===== config.mk =====
export PLATFORM = sky130hd
export DESIGN_NAME = packed_ternary_dot_accumulator_flat
export DESIGN_NICKNAME = d
export VERILOG_FILES = /design/src/rtl/core/ptda_pkg.sv /design/src/rtl/core/ptda_in_if.sv /design/src/rtl/core/ptda_out_if.sv /design/src/rtl/core/ptda_decode.sv /design/src/rtl/core/ptda_lane.sv /design/src/rtl/core/ptda_merge.sv /design/src/rtl/core/packed_ternary_dot_accumulator.sv /design/src/flat_wrapper.sv
export SDC_FILE = /design/constraint.sdc
export NUM_CORES = 1
export LEC_CHECK = 0
export BUFFER_PORTS_ARGS = -buffer_cell sky130_fd_sc_hd__buf_2
export CORE_AREA = 5 5 167 169
export CTS_CLUSTER_DIAMETER = 120
export DETAILED_ROUTE_END_ITERATION = 10
export DIE_AREA = 0 0 172 174
export PLACE_DENSITY = 0.78
export SLEW_MARGIN = 20
export SYNTH_ARGS = -nofsm -noshare
export SYNTH_HDL_FRONTEND = slang
export SYNTH_HIERARCHICAL = 1
export SYNTH_SLANG_ARGS = --single-unit

===== constraint.sdc =====
create_clock -name clk -period 8.8 [get_ports clk]
set_input_delay 1.76 -clock clk [delete_from_list [all_inputs] [get_ports clk]]
set_output_delay 1.76 -clock clk [all_outputs]
set_load 0.02 [all_outputs]

===== src/rtl/core/ptda_pkg.sv =====
// shared types, constants and a helper function of the packed ternary dot accumulator
`default_nettype none

package ptda_pkg;

	// word field widths
	localparam int ActW      = 8;
	localparam int CodeW     = 8;
	localparam int SumW      = 32;
	localparam int MaxTrits  = 5;
	localparam int TritsPerCode = 5;

	// one lane term spans -128..128, a group sum up to eight terms
	localparam int TermW = ActW + 1;
	localparam int GrpW  = TermW + 3;

	// floor(u / 3) for u < 256 as (u * 171) >> 9
	localparam int DigW       = CodeW;
	localparam int ProdW      = 2 * DigW;
	localparam int Recip3     = 171;
	localparam int RecipShift = 9;

	// decoded weight
	typedef enum logic [1:0] {
		TRIT_ZERO,
		TRIT_POS,
		TRIT_NEG
	} trit_t;

	// per-stage control that travels with a word
	typedef struct packed {
		logic valid;
		logic last;
	} ptda_ctl_t;

	// 3^n, evaluated at elaboration
	function automatic int pow3(input int n);
		int p;
		p = 1;
		for (int k = 0; k < n; k++) begin
			p = p * 3;
		end
		return p;
	endfunction

endpackage

`default_nettype wire


===== src/rtl/core/ptda_in_if.sv =====
// input channel: five activations, packed weight byte and last flag
`default_nettype none

interface ptda_in_if;
	import ptda_pkg::*;

	logic                    valid;
	logic                    ready;
	logic signed [ActW-1:0]  act_0;
	logic signed [ActW-1:0]  act_1;
	logic signed [ActW-1:0]  act_2;
	logic signed [ActW-1:0]  act_3;
	logic signed [ActW-1:0]  act_4;
	logic signed [CodeW-1:0] weight_code;
	logic                    last_group;

	modport source (
		output valid, act_0, act_1, act_2, act_3, act_4, weight_code, last_group,
		input  ready
	);

	modport sink (
		input  valid, act_0, act_1, act_2, act_3, act_4, weight_code, last_group,
		output ready
	);
endinterface

`default_nettype wire


===== src/rtl/core/ptda_out_if.sv =====
// output channel: accumulated dot product
`default_nettype none

interface ptda_out_if;
	import ptda_pkg::*;

	logic                   valid;
	logic                   ready;
	logic signed [SumW-1:0] dot_sum;

	modport source (
		output valid, dot_sum,
		input  ready
	);

	modport sink (
		input  valid, dot_sum,
		output ready
	);
endinterface

`default_nettype wire


===== src/rtl/core/ptda_decode.sv =====
// input stage: takes a word, decodes the packed weight byte into trits
`default_nettype none

module ptda_decode #(
	parameter int TRITS_PER_CODE = ptda_pkg::TritsPerCode
) (
	input  wire logic                              clk,
	input  wire logic                              arst_n,
	ptda_in_if.sink                                in_ch,
	input  wire logic                              s2_ready,
	output ptda_pkg::trit_t                        trit_s1 [TRITS_PER_CODE],
	output logic signed [ptda_pkg::ActW-1:0]       act_s1  [TRITS_PER_CODE],
	output ptda_pkg::ptda_ctl_t                    ctl_s1
);
	import ptda_pkg::*;

	localparam int Half = (pow3(TRITS_PER_CODE) - 1) / 2;
	localparam logic signed [CodeW:0] HalfS = (CodeW+1)'(Half);

	logic signed [ActW-1:0]  act_in [MaxTrits];
	logic signed [CodeW:0]   code_ext;
	logic signed [CodeW:0]   offset;
	logic                    in_range;
	logic [1:0]              lsd [MaxTrits];
	trit_t                   trit_d [TRITS_PER_CODE];
	logic                    load;

	assign act_in[0] = in_ch.act_0;
	assign act_in[1] = in_ch.act_1;
	assign act_in[2] = in_ch.act_2;
	assign act_in[3] = in_ch.act_3;
	assign act_in[4] = in_ch.act_4;

	// stage 1 takes a word when empty or when stage 2 drains it
	assign load        = !ctl_s1.valid || s2_ready;
	assign in_ch.ready = load;

	// range check and offset to plain base 3
	assign code_ext = {in_ch.weight_code[CodeW-1], in_ch.weight_code};
	assign in_range = (code_ext <= HalfS) && (code_ext >= -HalfS);
	assign offset   = code_ext + HalfS;

	// base-3 digits, least significant first, via reciprocal multiply
	always_comb begin
		logic [DigW-1:0]  rem;
		logic [ProdW-1:0] prod;
		logic [DigW-1:0]  quo;
		logic [DigW-1:0]  dig;
		rem = offset[DigW-1:0];
		for (int j = 0; j < MaxTrits; j++) begin
			prod   = ProdW'(rem) * ProdW'(Recip3);
			quo    = DigW'(prod >> RecipShift);
			dig    = rem - quo - quo - quo;
			lsd[j] = dig[1:0];
			rem    = quo;
		end
	end

	// digit 2 adds, digit 0 subtracts; first trit is the most significant digit
	for (genvar t = 0; t < TRITS_PER_CODE; t++) begin : g_trit
		always_comb begin
			if (!in_range) begin
				trit_d[t] = TRIT_ZERO;
			end else begin
				case (lsd[TRITS_PER_CODE-1-t])
					2'd2:    trit_d[t] = TRIT_POS;
					2'd0:    trit_d[t] = TRIT_NEG;
					default: trit_d[t] = TRIT_ZERO;
				endcase
			end
		end
	end

	// stage 1 control
	always_ff @(posedge clk or negedge arst_n) begin
		if (!arst_n) begin
			ctl_s1 <= '0;
		end else if (load) begin
			ctl_s1.valid <= in_ch.valid;
			ctl_s1.last  <= in_ch.last_group;
		end
	end

	// stage 1 payload
	always_ff @(posedge clk) begin
		if (load) begin
			for (int t = 0; t < TRITS_PER_CODE; t++) begin
				trit_s1[t] <= trit_d[t];
				act_s1[t]  <= act_in[t];
			end
		end
	end

endmodule

`default_nettype wire


===== src/rtl/core/ptda_lane.sv =====
// one lane: applies a ternary weight to its activation
`default_nettype none

module ptda_lane (
	input  wire logic                               clk,
	input  wire logic                               load,
	input  wire ptda_pkg::trit_t                    trit,
	input  wire logic signed [ptda_pkg::ActW-1:0]   act,
	output logic signed [ptda_pkg::TermW-1:0]       term_s2
);
	import ptda_pkg::*;

	logic signed [TermW-1:0] act_ext;
	logic signed [TermW-1:0] term_d;

	assign act_ext = {act[ActW-1], act};

	// add, subtract or drop the activation
	always_comb begin
		case (trit)
			TRIT_POS: term_d = act_ext;
			TRIT_NEG: term_d = -act_ext;
			default:  term_d = '0;
		endcase
	end

	// stage 2 term register
	always_ff @(posedge clk) begin
		if (load) begin
			term_s2 <= term_d;
		end
	end

endmodule

`default_nettype wire


===== src/rtl/core/ptda_merge.sv =====
// merge stage: sums lane terms, accumulates and drives the output word
`default_nettype none

module ptda_merge #(
	parameter int TRITS_PER_CODE = ptda_pkg::TritsPerCode
) (
	input  wire logic                               clk,
	input  wire logic                               arst_n,
	input  wire ptda_pkg::ptda_ctl_t                ctl_s1,
	input  wire logic signed [ptda_pkg::TermW-1:0]  term_s2 [TRITS_PER_CODE],
	output logic                                    s2_ready,
	ptda_out_if.source                              out_ch
);
	import ptda_pkg::*;

	ptda_ctl_t              ctl_s2;
	logic signed [GrpW-1:0] grp_sum;
	logic signed [SumW-1:0] acc_q;
	logic signed [SumW-1:0] acc_next;
	logic                   out_valid_q;
	logic signed [SumW-1:0] dot_q;
	logic                   fire;

	// a last word waits only while the output register is full and stalled
	assign fire     = ctl_s2.valid && !(ctl_s2.last && out_valid_q && !out_ch.ready);
	assign s2_ready = !ctl_s2.valid || fire;

	// group sum over the lanes
	always_comb begin
		grp_sum = '0;
		for (int i = 0; i < TRITS_PER_CODE; i++) begin
			grp_sum = grp_sum + GrpW'(term_s2[i]);
		end
	end

	assign acc_next = acc_q + SumW'(grp_sum);

	// stage 2 control
	always_ff @(posedge clk or negedge arst_n) begin
		if (!arst_n) begin
			ctl_s2 <= '0;
		end else if (s2_ready) begin
			ctl_s2 <= ctl_s1;
		end
	end

	// accumulator, cleared after each emitted dot product
	always_ff @(posedge clk or negedge arst_n) begin
		if (!arst_n) begin
			acc_q <= '0;
		end else if (fire) begin
			acc_q <= ctl_s2.last ? '0 : acc_next;
		end
	end

	// output word register
	always_ff @(posedge clk or negedge arst_n) begin
		if (!arst_n) begin
			out_valid_q <= 1'b0;
		end else if (fire && ctl_s2.last) begin
			out_valid_q <= 1'b1;
		end else if (out_ch.ready) begin
			out_valid_q <= 1'b0;
		end
	end

	always_ff @(posedge clk) begin
		if (fire && ctl_s2.last) begin
			dot_q <= acc_next;
		end
	end

	assign out_ch.valid   = out_valid_q;
	assign out_ch.dot_sum = dot_q;

endmodule

`default_nettype wire


===== src/rtl/core/packed_ternary_dot_accumulator.sv =====
// Packed ternary dot accumulator: top level.
// in_ch carries one word per group: five signed activations, a packed weight
// byte holding five balanced-ternary weights (first trit most significant)
// and a last_group flag. out_ch carries one dot_sum word per dot product.
// Both channels move a word when valid and ready are high at a clock edge.
// One word is taken every cycle while in_ch.ready stays high: a decode stage
// splits the weight byte into trits, one lane per trit applies its weight,
// and a merge stage adds the lane terms into a 32-bit accumulator that wraps.
// A last word's dot_sum is registered after the decode and lane term stages.
// A weight byte outside the representable range adds nothing to the sum.
// When out_ch stalls with a result pending, non-last words keep flowing in;
// the next last word holds in the merge stage and back-pressure then fills
// the decode stage before in_ch.ready drops.
// arst_n clears the pipeline, the pending output word and the accumulator.
`default_nettype none

module packed_ternary_dot_accumulator #(
	parameter int TRITS_PER_CODE = ptda_pkg::TritsPerCode
) (
	input  wire logic  clk,
	input  wire logic  arst_n,
	ptda_in_if.sink    in_ch,
	ptda_out_if.source out_ch
);
	import ptda_pkg::*;

	trit_t                   trit_s1 [TRITS_PER_CODE];
	logic signed [ActW-1:0]  act_s1  [TRITS_PER_CODE];
	ptda_ctl_t               ctl_s1;
	logic signed [TermW-1:0] term_s2 [TRITS_PER_CODE];
	logic                    s2_ready;

	// trit decode
	ptda_decode #(
		.TRITS_PER_CODE(TRITS_PER_CODE)
	) u_decode (
		.clk      (clk),
		.arst_n   (arst_n),
		.in_ch    (in_ch),
		.s2_ready (s2_ready),
		.trit_s1  (trit_s1),
		.act_s1   (act_s1),
		.ctl_s1   (ctl_s1)
	);

	// one lane per trit
	for (genvar t = 0; t < TRITS_PER_CODE; t++) begin : g_lane
		ptda_lane u_lane (
			.clk     (clk),
			.load    (s2_ready),
			.trit    (trit_s1[t]),
			.act     (act_s1[t]),
			.term_s2 (term_s2[t])
		);
	end

	// sum, accumulate, emit
	ptda_merge #(
		.TRITS_PER_CODE(TRITS_PER_CODE)
	) u_merge (
		.clk      (clk),
		.arst_n   (arst_n),
		.ctl_s1   (ctl_s1),
		.term_s2  (term_s2),
		.s2_ready (s2_ready),
		.out_ch   (out_ch)
	);

endmodule

`default_nettype wire

===== src/flat_wrapper.sv =====
// flat-port wrapper written by rule: the top's interface ports become plain ports
module packed_ternary_dot_accumulator_flat import ptda_pkg::*;
#(
	parameter int TRITS_PER_CODE = ptda_pkg::TritsPerCode
)
  (clk, arst_n, in_ch_valid, in_ch_act_0, in_ch_act_1, in_ch_act_2, in_ch_act_3, in_ch_act_4, in_ch_weight_code, in_ch_last_group, in_ch_ready, out_ch_valid, out_ch_dot_sum, out_ch_ready);
  ptda_in_if in_ch_i ();
  ptda_out_if out_ch_i ();
  input  wire logic clk;
  input  wire logic arst_n;
  input wire logic [$bits(in_ch_i.valid)-1:0] in_ch_valid;
  input wire logic [$bits(in_ch_i.act_0)-1:0] in_ch_act_0;
  input wire logic [$bits(in_ch_i.act_1)-1:0] in_ch_act_1;
  input wire logic [$bits(in_ch_i.act_2)-1:0] in_ch_act_2;
  input wire logic [$bits(in_ch_i.act_3)-1:0] in_ch_act_3;
  input wire logic [$bits(in_ch_i.act_4)-1:0] in_ch_act_4;
  input wire logic [$bits(in_ch_i.weight_code)-1:0] in_ch_weight_code;
  input wire logic [$bits(in_ch_i.last_group)-1:0] in_ch_last_group;
  output wire logic [$bits(in_ch_i.ready)-1:0] in_ch_ready;
  output wire logic [$bits(out_ch_i.valid)-1:0] out_ch_valid;
  output wire logic [$bits(out_ch_i.dot_sum)-1:0] out_ch_dot_sum;
  input wire logic [$bits(out_ch_i.ready)-1:0] out_ch_ready;
  assign in_ch_i.valid = in_ch_valid;
  assign in_ch_i.act_0 = in_ch_act_0;
  assign in_ch_i.act_1 = in_ch_act_1;
  assign in_ch_i.act_2 = in_ch_act_2;
  assign in_ch_i.act_3 = in_ch_act_3;
  assign in_ch_i.act_4 = in_ch_act_4;
  assign in_ch_i.weight_code = in_ch_weight_code;
  assign in_ch_i.last_group = in_ch_last_group;
  assign in_ch_ready = in_ch_i.ready;
  assign out_ch_valid = out_ch_i.valid;
  assign out_ch_dot_sum = out_ch_i.dot_sum;
  assign out_ch_i.ready = out_ch_ready;
  packed_ternary_dot_accumulator #(.TRITS_PER_CODE(TRITS_PER_CODE)) u_core (.clk(clk), .arst_n(arst_n), .in_ch(in_ch_i), .out_ch(out_ch_i));
endmodule

======== Word level (Yosys, flattened, before mapping) ========
Index checks and enable logic that the tools add are counted.
cells by class
  add/subtract/negate cells ............... 26
  multiply operators ...................... 5
  order comparisons ....................... 2
  equality and inequality tests ........... 15
  mux-type cells .......................... 13
  reductions and logical operators ........ 17
operators with widths
  kind                                                                 number
  9-bit one-hot mux with 2 select lines                                5
  8-bit negation with 9-bit output                                     5
  32-bit by 12-bit adder with 32-bit output                            1
  32-bit two-way mux                                                   1
  2-bit subtractor                                                     15
  2-bit == test, second input constant                                 10
  2-bit one-hot mux with 2 select lines                                5
  8-bit by 8-bit multiplier with 16-bit output, second input constant  1
  7-bit by 8-bit multiplier with 15-bit output, second input constant  1
  6-bit by 8-bit multiplier with 14-bit output, second input constant  1
  5-bit by 8-bit multiplier with 13-bit output, second input constant  1
  11-bit by 9-bit adder with 12-bit output                             1
  12-bit by 9-bit adder with 12-bit output                             1
  10-bit by 9-bit adder with 11-bit output                             1
  4-bit by 8-bit multiplier with 11-bit output, second input constant  1
  9-bit by 9-bit adder with 10-bit output                              1
  2-bit by 1-bit == test with 1-bit output, second input constant      5
  2-bit logical NOT                                                    5
  8-bit adder, second input constant                                   1
  8-bit >= comparator, second input constant                           1
  8-bit less-or-equal comparator, second input constant                1
  1-bit logical AND                                                    5
  1-bit logical NOT                                                    4
  1-bit logical OR                                                     2
  other kinds (2)                                                      3
storage, ports and cells
  register bits after elaboration ......... 164
  output and inout bits ................... 34
  logic and storage cells ................. 100

======== Depth between registers and ports, before layout ========
Gate-level depths: netlist (run 1).
  word-level depth ........................ 11
  gate-level depth with buffers ........... 75

======== Hierarchy ========
Netlist (run 1), hierarchy kept.
modules (own cells, without submodules)
  module       instances  cells each  area an instance (sq um)  sequential area each (sq um)
  ptda_merge   1          694         6530.0                    1836.8
  ptda_decode  1          557         5992.0                    1551.5
  ptda_lane    5          61          594.3                     270.3

======== Worst setup path after synthesis (run 1) ========
Ideal clock, no wire load.
  path type ............................... in2reg
  from .................................... input port in_ch_weight_code[2]
  to ...................................... register u_core/u_decode/trit_s1[9] (netlist bit) (data pin)
  setup time .............................. 149 ps
  data arrival time ....................... 17230 ps
  required time ........................... 8651 ps
  path slack .............................. -8579 ps
  cell stages on the path ................. 71
  buffers on the path ..................... 1
  path through ............................ clkbuf_1 > nand3_1 > xor2_1 > ha_1 > fa_1 > inv_1 > fa_1 > fa_1 > inv_1 > ha_1 > or2_2 > a21oi_1 > a211oi_1 > o31a_1 > o21ai_1 > nand2b_1 > a21oi_1 > xnor2_1 > (+35 left out) > nor2_1 > xnor2_1 > inv_1 > ha_1 > inv_1 > fa_1 > inv_1 > ha_1 > and4b_1 > o21ai_0 > nand2b_1 > a31oi_1 > xnor2_1 > ha_1 > xnor2_1 > xnor2_1 > or3_1 > mux2i_1
on the way
  longest elaborated chain between the ends .. 11
  elaborated cells between the ends (all ways) .. 15
  those cells by class .................... add/sub: 4; mul: 5; order compare: 2; eq/ne: 1; mux: 1; reduce/logical: 2
RTL lines
  what                                                       line                RTL
  start, declared                                            flat_wrapper.sv:17  input wire logic [$bits(in_ch_i.weight_code)-1:0] in_ch_weight_code;
  8-bit adder                                                ptda_decode.sv:41   assign offset = code_ext + HalfS;
  8-bit by 8-bit multiplier with 16-bit output               ptda_decode.sv:51   prod = ProdW'(rem) * ProdW'(Recip3);
  7-bit by 8-bit multiplier with 15-bit output               ptda_decode.sv:51
  6-bit by 8-bit multiplier with 14-bit output               ptda_decode.sv:51
  5-bit by 8-bit multiplier with 13-bit output               ptda_decode.sv:51
  4-bit by 8-bit multiplier with 11-bit output               ptda_decode.sv:51
  2-bit subtractor (3 in a row)                              ptda_decode.sv:53   dig = rem - quo - quo - quo;
  2-bit == test / 2-bit logical NOT (equally long branches)  ptda_decode.sv:65   case (lsd[TRITS_PER_CODE-1-t])
  2-bit one-hot mux with 2 select lines                      ptda_decode.sv:65
  end signal, assigned by index                              ptda_decode.sv:88   trit_s1[t] <= trit_d[t];
  end, declared                                              ptda_decode.sv:11   output ptda_pkg::trit_t trit_s1 [TRITS_PER_CODE],
Parallel ways exist; a longest one is shown, timed or not.
A chain may end at the register's enable or synchronous reset.

======== Worst setup path in the final report (run 1) ========
  from .................................... input port in_ch_weight_code[0]
  to ...................................... register u_core/u_decode/trit_s1[8] (netlist bit) (data pin)
Same word-level chain as after synthesis.

==> flow_summary.json, run 1 <==
{
  "outcome": "finished with violations",
  "violations": "setup timing",
  "cp.required_ns": 9.08,
  "initial_core_util_pct": 58.6,
  "synthArstFlopShare_pct": 22.6,
  "drtAntennaViolNets": 0,
  "numPortBuffers": 86,
  "r2r-end": "u_core/u_merge/acc_q[23]",
  "num_rows": 60,
  "reg2reg_depth": 15,
  "yosysWarnings": 6,
  "hp-class": "reg -> reg",
  "cts_max_path_buffers": 2,
  "gp_congestion": 0.900,
  "nNetsFinal": 2151,
  "finalSetupTns_ns": -38.01,
  "synth_cell_types": 87,
  "wl_mm": 37.8,
  "synth-edff-count": 127,
  "cts_hold_buf": 0,
  "rsz0062_at_grt": "yes",
  "num_antenna_cells": 0,
  "crit_type": "in -> reg",
  "worstPathMaxFanout": 4,
  "syn_to_final_growth_pct": 22.9,
  "drtPass1Iterations": 6,
  "wl_per_cell_um": 17.5,
  "dp.cells": 2081,
  "dieArea_um2": 29900,
  "drtIter0Drc": 1011,
  "cts.reportedPaths.clkPinSlew_ns": 0.07,
  "synth_nets": 1903,
  "synth_ff_type": "edfxtp_1",
  "num_vias": 12400,
  "cp-startpoint": "in_ch_weight_code[0]",
  "die-height_um": 174,
  "antenna_found_initial": 1,
  "finalCriticalPeriod_ns": 16.07,
  "setup_violations": 8,
  "io_pins": 87,
  "reg2reg_from": "u_core/g_lane[4].u_lane/term_s2[8]",
  "fin_crit_sh_pct": 183,
  "drive_gt1_share_pct": 24.5,
  "ys_seq_elements": 164,
  "drv_cap": 0,
  "setup_ws_ns": -7.27,
  "arrival_ns": 16.36,
  "crit_slowest_cell": "fa_1",
  "grt_usage_pct": 25.1,
  "drc": 0,
  "slew-limit-headroom_pct": 37.6,
  "grt_max_degree": 53,
  "cts-htree-levels": 4,
  "r2r_slack_ns": 3.47,
  "avgViaCountPerCell": 5.73,
  "grt_overflow_total": 0,
  "cts_made_buffers": 17,
  "cts_tree": "done",
  "slew_viol_final": 0,
  "crit_end": "u_core/u_decode/trit_s1[8]",
  "hpwl_mm": 27.1,
  "fp.dieW_um": 172,
  "grt_pass1_vias": 12500,
  "max_freq_ghz": 0.0622,
  "syn_avg_cell_area_um2": 9.96,
  "clkLatencyLatePin_ns": 0.44,
  "final_core_util_pct": 72.1,
  "hold_slack_ns": 0.463,
  "endpoint_kind": "flop",
  "instances_no_fill": 2158,
  "grt_pass1_wl_mm": 60.7,
  "cp_slowest_stage_delay_ns": 0.57,
  "ys_seq_area_share_pct": 30.6,
  "cpMostUsedCell": "ha_1",
  "skew_ns": 0.0126,
  "synthCells": 1556,
  "finalHoldViolCount": 0,
  "tightest_slew_ns": 0.936,
  "ctsRootBufferMaster": "clkbuf_16",
  "synth_area_um2": 15500,
  "core_um2": 26400,
  "cts_sinks": 164,
  "startpoint_type": "input port"
}
[layer usage]
metal	global-route usage [%]	wire length, um	up-vias
met4	8.58	1190	2
met3	3.82	1790	102
li1	-	-	5860
met2	43.0	19400	417
met1	32.6	15400	5990
met5	0	13	-
[layout by cell type, fill, tap and decap left out, types with 16 or more instances in the layout]
master | netlist | final
nor3_1 | 35 | 31
dfrtp_1 | 37 | 37
nand3_1 | 26 | 24
ha_1 | 183 | 159
a22o_1 | 24 | 24
o211ai_1 | 16 | 16
inv_1 | 295 | 284
xor2_1 | 27 | 19
edfxtp_1 | 127 | 127
clkbuf_16 | 0 | 17
a21oi_1 | 89 | 82
xnor2_1 | 72 | 56
o21ai_0 | 26 | 25
buf_2 | 5 | 83
nand3b_1 | 17 | 17
fa_1 | 111 | 106
ha_4 | 0 | 18
nor2_1 | 70 | 63
a31oi_1 | 19 | 18
nand2_1 | 91 | 90
buf_4 | 10 | 172
xnor2_2 | 5 | 18
[cells by family after synthesis]
kind of cell | count (synthesis) | synth area share, %
AOI/OAI and AO/OA | 294 | 13.2
and+or+nand+nor | 351 | 11.8
muxes | 10 | 0.654
xor gates and xnor gates | 105 | 6.23
adders and majority gates | 294 | 29.1
DFF | 164 | 30.6
buffers and inverters | 338 | 8.47
[critical path: cells and delay by family]
kind                     cells  cell delay (ns)
XOR/XNOR                     8             1.24
AO/OA/AOI/OAI               17             3.28
multiplexers                 1             0.13
buffers and inverters       11             0.95
adder cells (fa/ha/maj)     21             7.39
AND/OR/NAND/NOR             10             1.56
[synthesized netlist by cell type, types with 27 or more instances]
master      n  share of area (%)
dfrtp_1    37                6.0
xnor2_1    72                4.1
edfxtp_1  127                 25
nand2_1    91                2.2
fa_1      111                 14
inv_1     295                7.1
ha_1      183                 15
xor2_1     27                1.5
a21oi_1    89                2.9
nor3_1     35                1.1
nor2_1     70                1.7
[sequential cells by signal (all words and copies together) (netlist names)]
register and flops:
u_core/u_decode/ctl_s1 2, u_core/u_merge/out_ch.valid 1, u_core/u_merge/ctl_s2 2, u_core/g_lane.u_lane/term_s2 45, u_core/u_decode/act_s1 40, u_core/u_decode/trit_s1 10
u_core/u_merge/out_ch.dot_sum 32, u_core/u_merge/acc_q 32
[through the flow]
stage	setup WS (ns)	area, um2
detailed placement	-7.92	17500
global placement	-7.37	17500
global route	-7.93	19000
floorplan	-7.24	15800
CTS	-6.89	18700
finish	-7.27	19000
[how the worst min path moves through the flow]
stage	cells past startpoint	from	endpoint	slack (ns)
after floorplan	1	u_core/u_decode/ctl_s1[0]	u_core/u_merge/ctl_s2[0]	0.43
after global placement	1	u_core/u_decode/ctl_s1[0]	u_core/u_merge/ctl_s2[0]	0.44
after detailed placement	1	u_core/u_decode/ctl_s1[0]	u_core/u_merge/ctl_s2[0]	0.45
after CTS	1	u_core/u_decode/ctl_s1[0]	u_core/u_merge/ctl_s2[0]	0.46
after global routing	1	u_core/u_decode/ctl_s1[0]	u_core/u_merge/ctl_s2[0]	0.50
final	1	u_core/u_decode/ctl_s1[0]	u_core/u_merge/ctl_s2[0]	0.46
[area by class of cell]
cell class,instances,area [um2]
Tap cell,341,427
Sequential cell,164,4740
Inverter,296,1110
Fill cell,1812,7390
Timing Repair Buffer,271,1900
Multi-Input combinational cell,1054,10200
Clock buffer,17,425
Clock inverter,15,204
[repair_timing]
item | 4_1_cts | 5_1_grt
buffers inserted | 27 | 20
resized for setup | 53 | 39
setup endpoints to repair | 8 | 8
pin swaps | 53 | 33
hold endpoints to repair | 0 | 0
Power of run 1 is not shown: default switching activity piles up to over one toggle a cycle in this logic, so the estimate is an artifact.
==> run 2: changes to the inputs <==
- ABC_AREA: not set -> 1
- CORE_AREA: 5 5 167 169 -> 5 5 171 173
- DIE_AREA: 0 0 172 174 -> 0 0 176 178
==> run 2 against run 1 <==
Net effect: the run still ends with setup timing left; worst setup slack improved by 1.2 ns; wire length increased by 6.7%; global-route usage increased by 0.22 points; sequential share of layout area decreased by 1.2 points; clock-buffer cell count unchanged; maximum frequency increased by 7.8%; non-clock buffer count increased by 3; critical endpoint is now u_core/u_decode/trit_s1[9]; largest cell class unchanged; highest routed layer is now met4.
==> flow_summary.json, run 2 <==
{
  "outcome": "finished with violations",
  "violations": "setup timing",
  "regArea_um2": 4740,
  "crit_slowest_cell": "fa_2",
  "ys_seq_elements": 164,
  "grt_max_degree": 53,
  "wl_mm": 40.3,
  "slew_viol_final": 0,
  "ctsRootBufferMaster": "clkbuf_16",
  "nNetsFinal": 2596,
  "hp-class": "reg -> reg",
  "cts_sinks": 164,
  "drc": 0,
  "yosysWarnings": 6,
  "finalHoldViolCount": 0,
  "arrival_ns": 15.10,
  "largest_reg_flops": 45,
  "fp.dieW_um": 176,
  "synth_ff_type": "edfxtp_1",
  "ys_seq_area_share_pct": 29.2,
  "reg.largest.list": "u_core/g_lane.u_lane/term_s2: 45 flops, u_core/u_decode/act_s1: 40 flops",
  "dieArea_um2": 31300,
  "cts-htree-levels": 4,
  "nFillCells": 1900,
  "max_freq_ghz": 0.0671,
  "cts_hold_buf": 0,
  "synth_commonest_cells": "inv_1, nand2_1, ha_1",
  "final_core_util_pct": 72.8,
  "antenna_found_initial": 0,
  "largest_register": "u_core/g_lane.u_lane/term_s2",
  "cp.required_ns": 8.99,
  "worstPathMaxFanout": 4,
  "finalCriticalPeriod_ns": 14.91,
  "io_pins": 87,
  "cts_made_buffers": 17,
  "drive_gt1_share_pct": 24.1,
  "synth_nets": 2320,
  "skew_ns": 0.0107,
  "multi_input_area_um2": 10500,
  "synth_area_um2": 16300,
  "setup_ws_ns": -6.11,
  "cts.reportedPaths.clkPinSlew_ns": 0.07,
  "grt_usage_pct": 25.4,
  "grt_overflow_total": 0,
  "synth_top_cell_by_area": "edfxtp_1",
  "grt_pass1_vias": 14100,
  "drtPass1Iterations": 7,
  "fin_crit_sh_pct": 169,
  "layout_common_cells": "inv_1, nand2_1, buf_4",
  "synth_cell_types": 46,
  "drtAntennaViolNets": 0,
  "clkLatencyLatePin_ns": 0.44,
  "synth-edff-count": 127,
  "rsz0062_at_grt": "yes",
  "placed_area_um2": 18300,
  "num_rows": 61,
  "drv_cap": 0,
  "cp_slowest_stage_delay_ns": 0.58,
  "slew-limit-headroom_pct": 34.7,
  "synth_most_common_cell": "inv_1",
  "avgViaCountPerCell": 5.25,
  "setup_violations": 8,
  "cpMostUsedCell": "nand2_2",
  "gp_congestion": 0.911,
  "ys_top_cells_by_area": "edfxtp_1, ha_1, fa_1, inv_1, nand2_1",
  "grt_pass1_wl_mm": 64.2,
  "hpwl_mm": 29.7,
  "num_antenna_cells": 0,
  "cts_tree": "done",
  "synthArstFlopShare_pct": 22.6,
  "crit_type": "in -> reg",
  "cp_num_buf_inv": 18,
  "tightest_slew_ns": 0.975,
  "syn_avg_cell_area_um2": 8.24,
  "initial_core_util_pct": 59.1,
  "synthCells": 1973,
  "drtIter0Drc": 897,
  "core_um2": 27500,
  "fin_area_um2": 20000,
  "final_common_cell": "inv_1",
  "wl_per_cell_um": 15.5,
  "synth_top_area_share_pct": 23.5,
  "syn_to_final_growth_pct": 23.1,
  "num_vias": 13700,
  "endpoint_kind": "flop",
  "cts_max_path_buffers": 2,
  "die-height_um": 178,
  "numPortBuffers": 86,
  "critPathTopFamily": "adder cells",
  "startpoint_type": "input port"
}
## run 2: cell count changes in the layout (fill, tap and decap cells not counted), moves of 19 or more
cell,before,now
a22o_1,24,5
inv_1,284,432
inv_2,11,41
nand2_1,90,409
nand2_2,0,51
nand3_1,24,74
nor2_1,63,136
nor3_1,31,12
xnor2_1,56,8
xor2_1,19,51
## run 2: per-layer routing
layer,global-route usage (%),vias up,share of wire (%)
met3,2.69,118,4.3
met2,46.3,421,51
met1,31.4,6519,41
met4,8.77,0,3.2
met5,0,-,0
li1,-,6643,-
## run 2: worst paths after layout
path	slack, ns	startpoint	cells past startpoint	end
max	-6.11	in_ch_weight_code[4]	82	u_core/u_decode/trit_s1[9]
min	0.48	u_core/u_decode/ctl_s1[0]	2	u_core/u_merge/ctl_s2[0]
max reg2reg	3.86	u_core/g_lane[4].u_lane/term_s2[8]	17	u_core/u_merge/out_ch.dot_sum[27]
min reg2reg	0.48	u_core/u_decode/ctl_s1[0]	2	u_core/u_merge/ctl_s2[0]
max in group asynchronous	6.78	arst_n	1	u_core/u_merge/acc_q[27]
min in group asynchronous	1.45	arst_n	1	u_core/u_merge/acc_q[10]
## run 2: repair_timing
item                                    in CTS  in global routing
pin swaps                                   56                 63
endpoints found under the setup margin       8                  8
resized for setup                           64                 73
hold endpoints to repair                     0                  0
buffers inserted                            32                 21
## run 2: area by class of cell
class | count | share of cell area, %
clock buffers | 17 | 2.13
clock inverters | 15 | 0.857
inverters | 476 | 8.97
multi-input cells | 1316 | 52.7
flip-flops and latches | 164 | 23.7
well taps | 346 | 2.16
repair buffers | 274 | 9.53
## run 2: tightest hold or removal path: stages, from the launching register on
cell and delay, ns:
dfrtp_1 0.35, inv_1 0.05, nand2_1 0.05
## run 2: logic make-up after synthesis
group	count (synthesis)	synth area share, %
buf+inv	493	11.6
flops	164	29.2
compound gates	162	5.79
mux	1	0.0693
simple gates	777	20.9
fa+ha+maj	294	27.8
xor+xnor	82	4.74
## run 2: per-stage QoR
stage | std cells | setup TNS [ns] | hold WS (ns) | worst slack [ns]
4_1_cts | 2588 | -26.61 | 0.483 | -5.79
2_1_floorplan | 1973 | -26.56 | 0.431 | -6.05
3_3_place_gp | 2526 | -29.55 | 0.453 | -6.15
5_1_grt | 2608 | -32.65 | 0.511 | -6.73
3_5_place_dp | 2526 | -32.85 | 0.464 | -6.69
6_report | 2608 | -28.81 | 0.479 | -6.11
Power of run 2 is left out for the same reason.
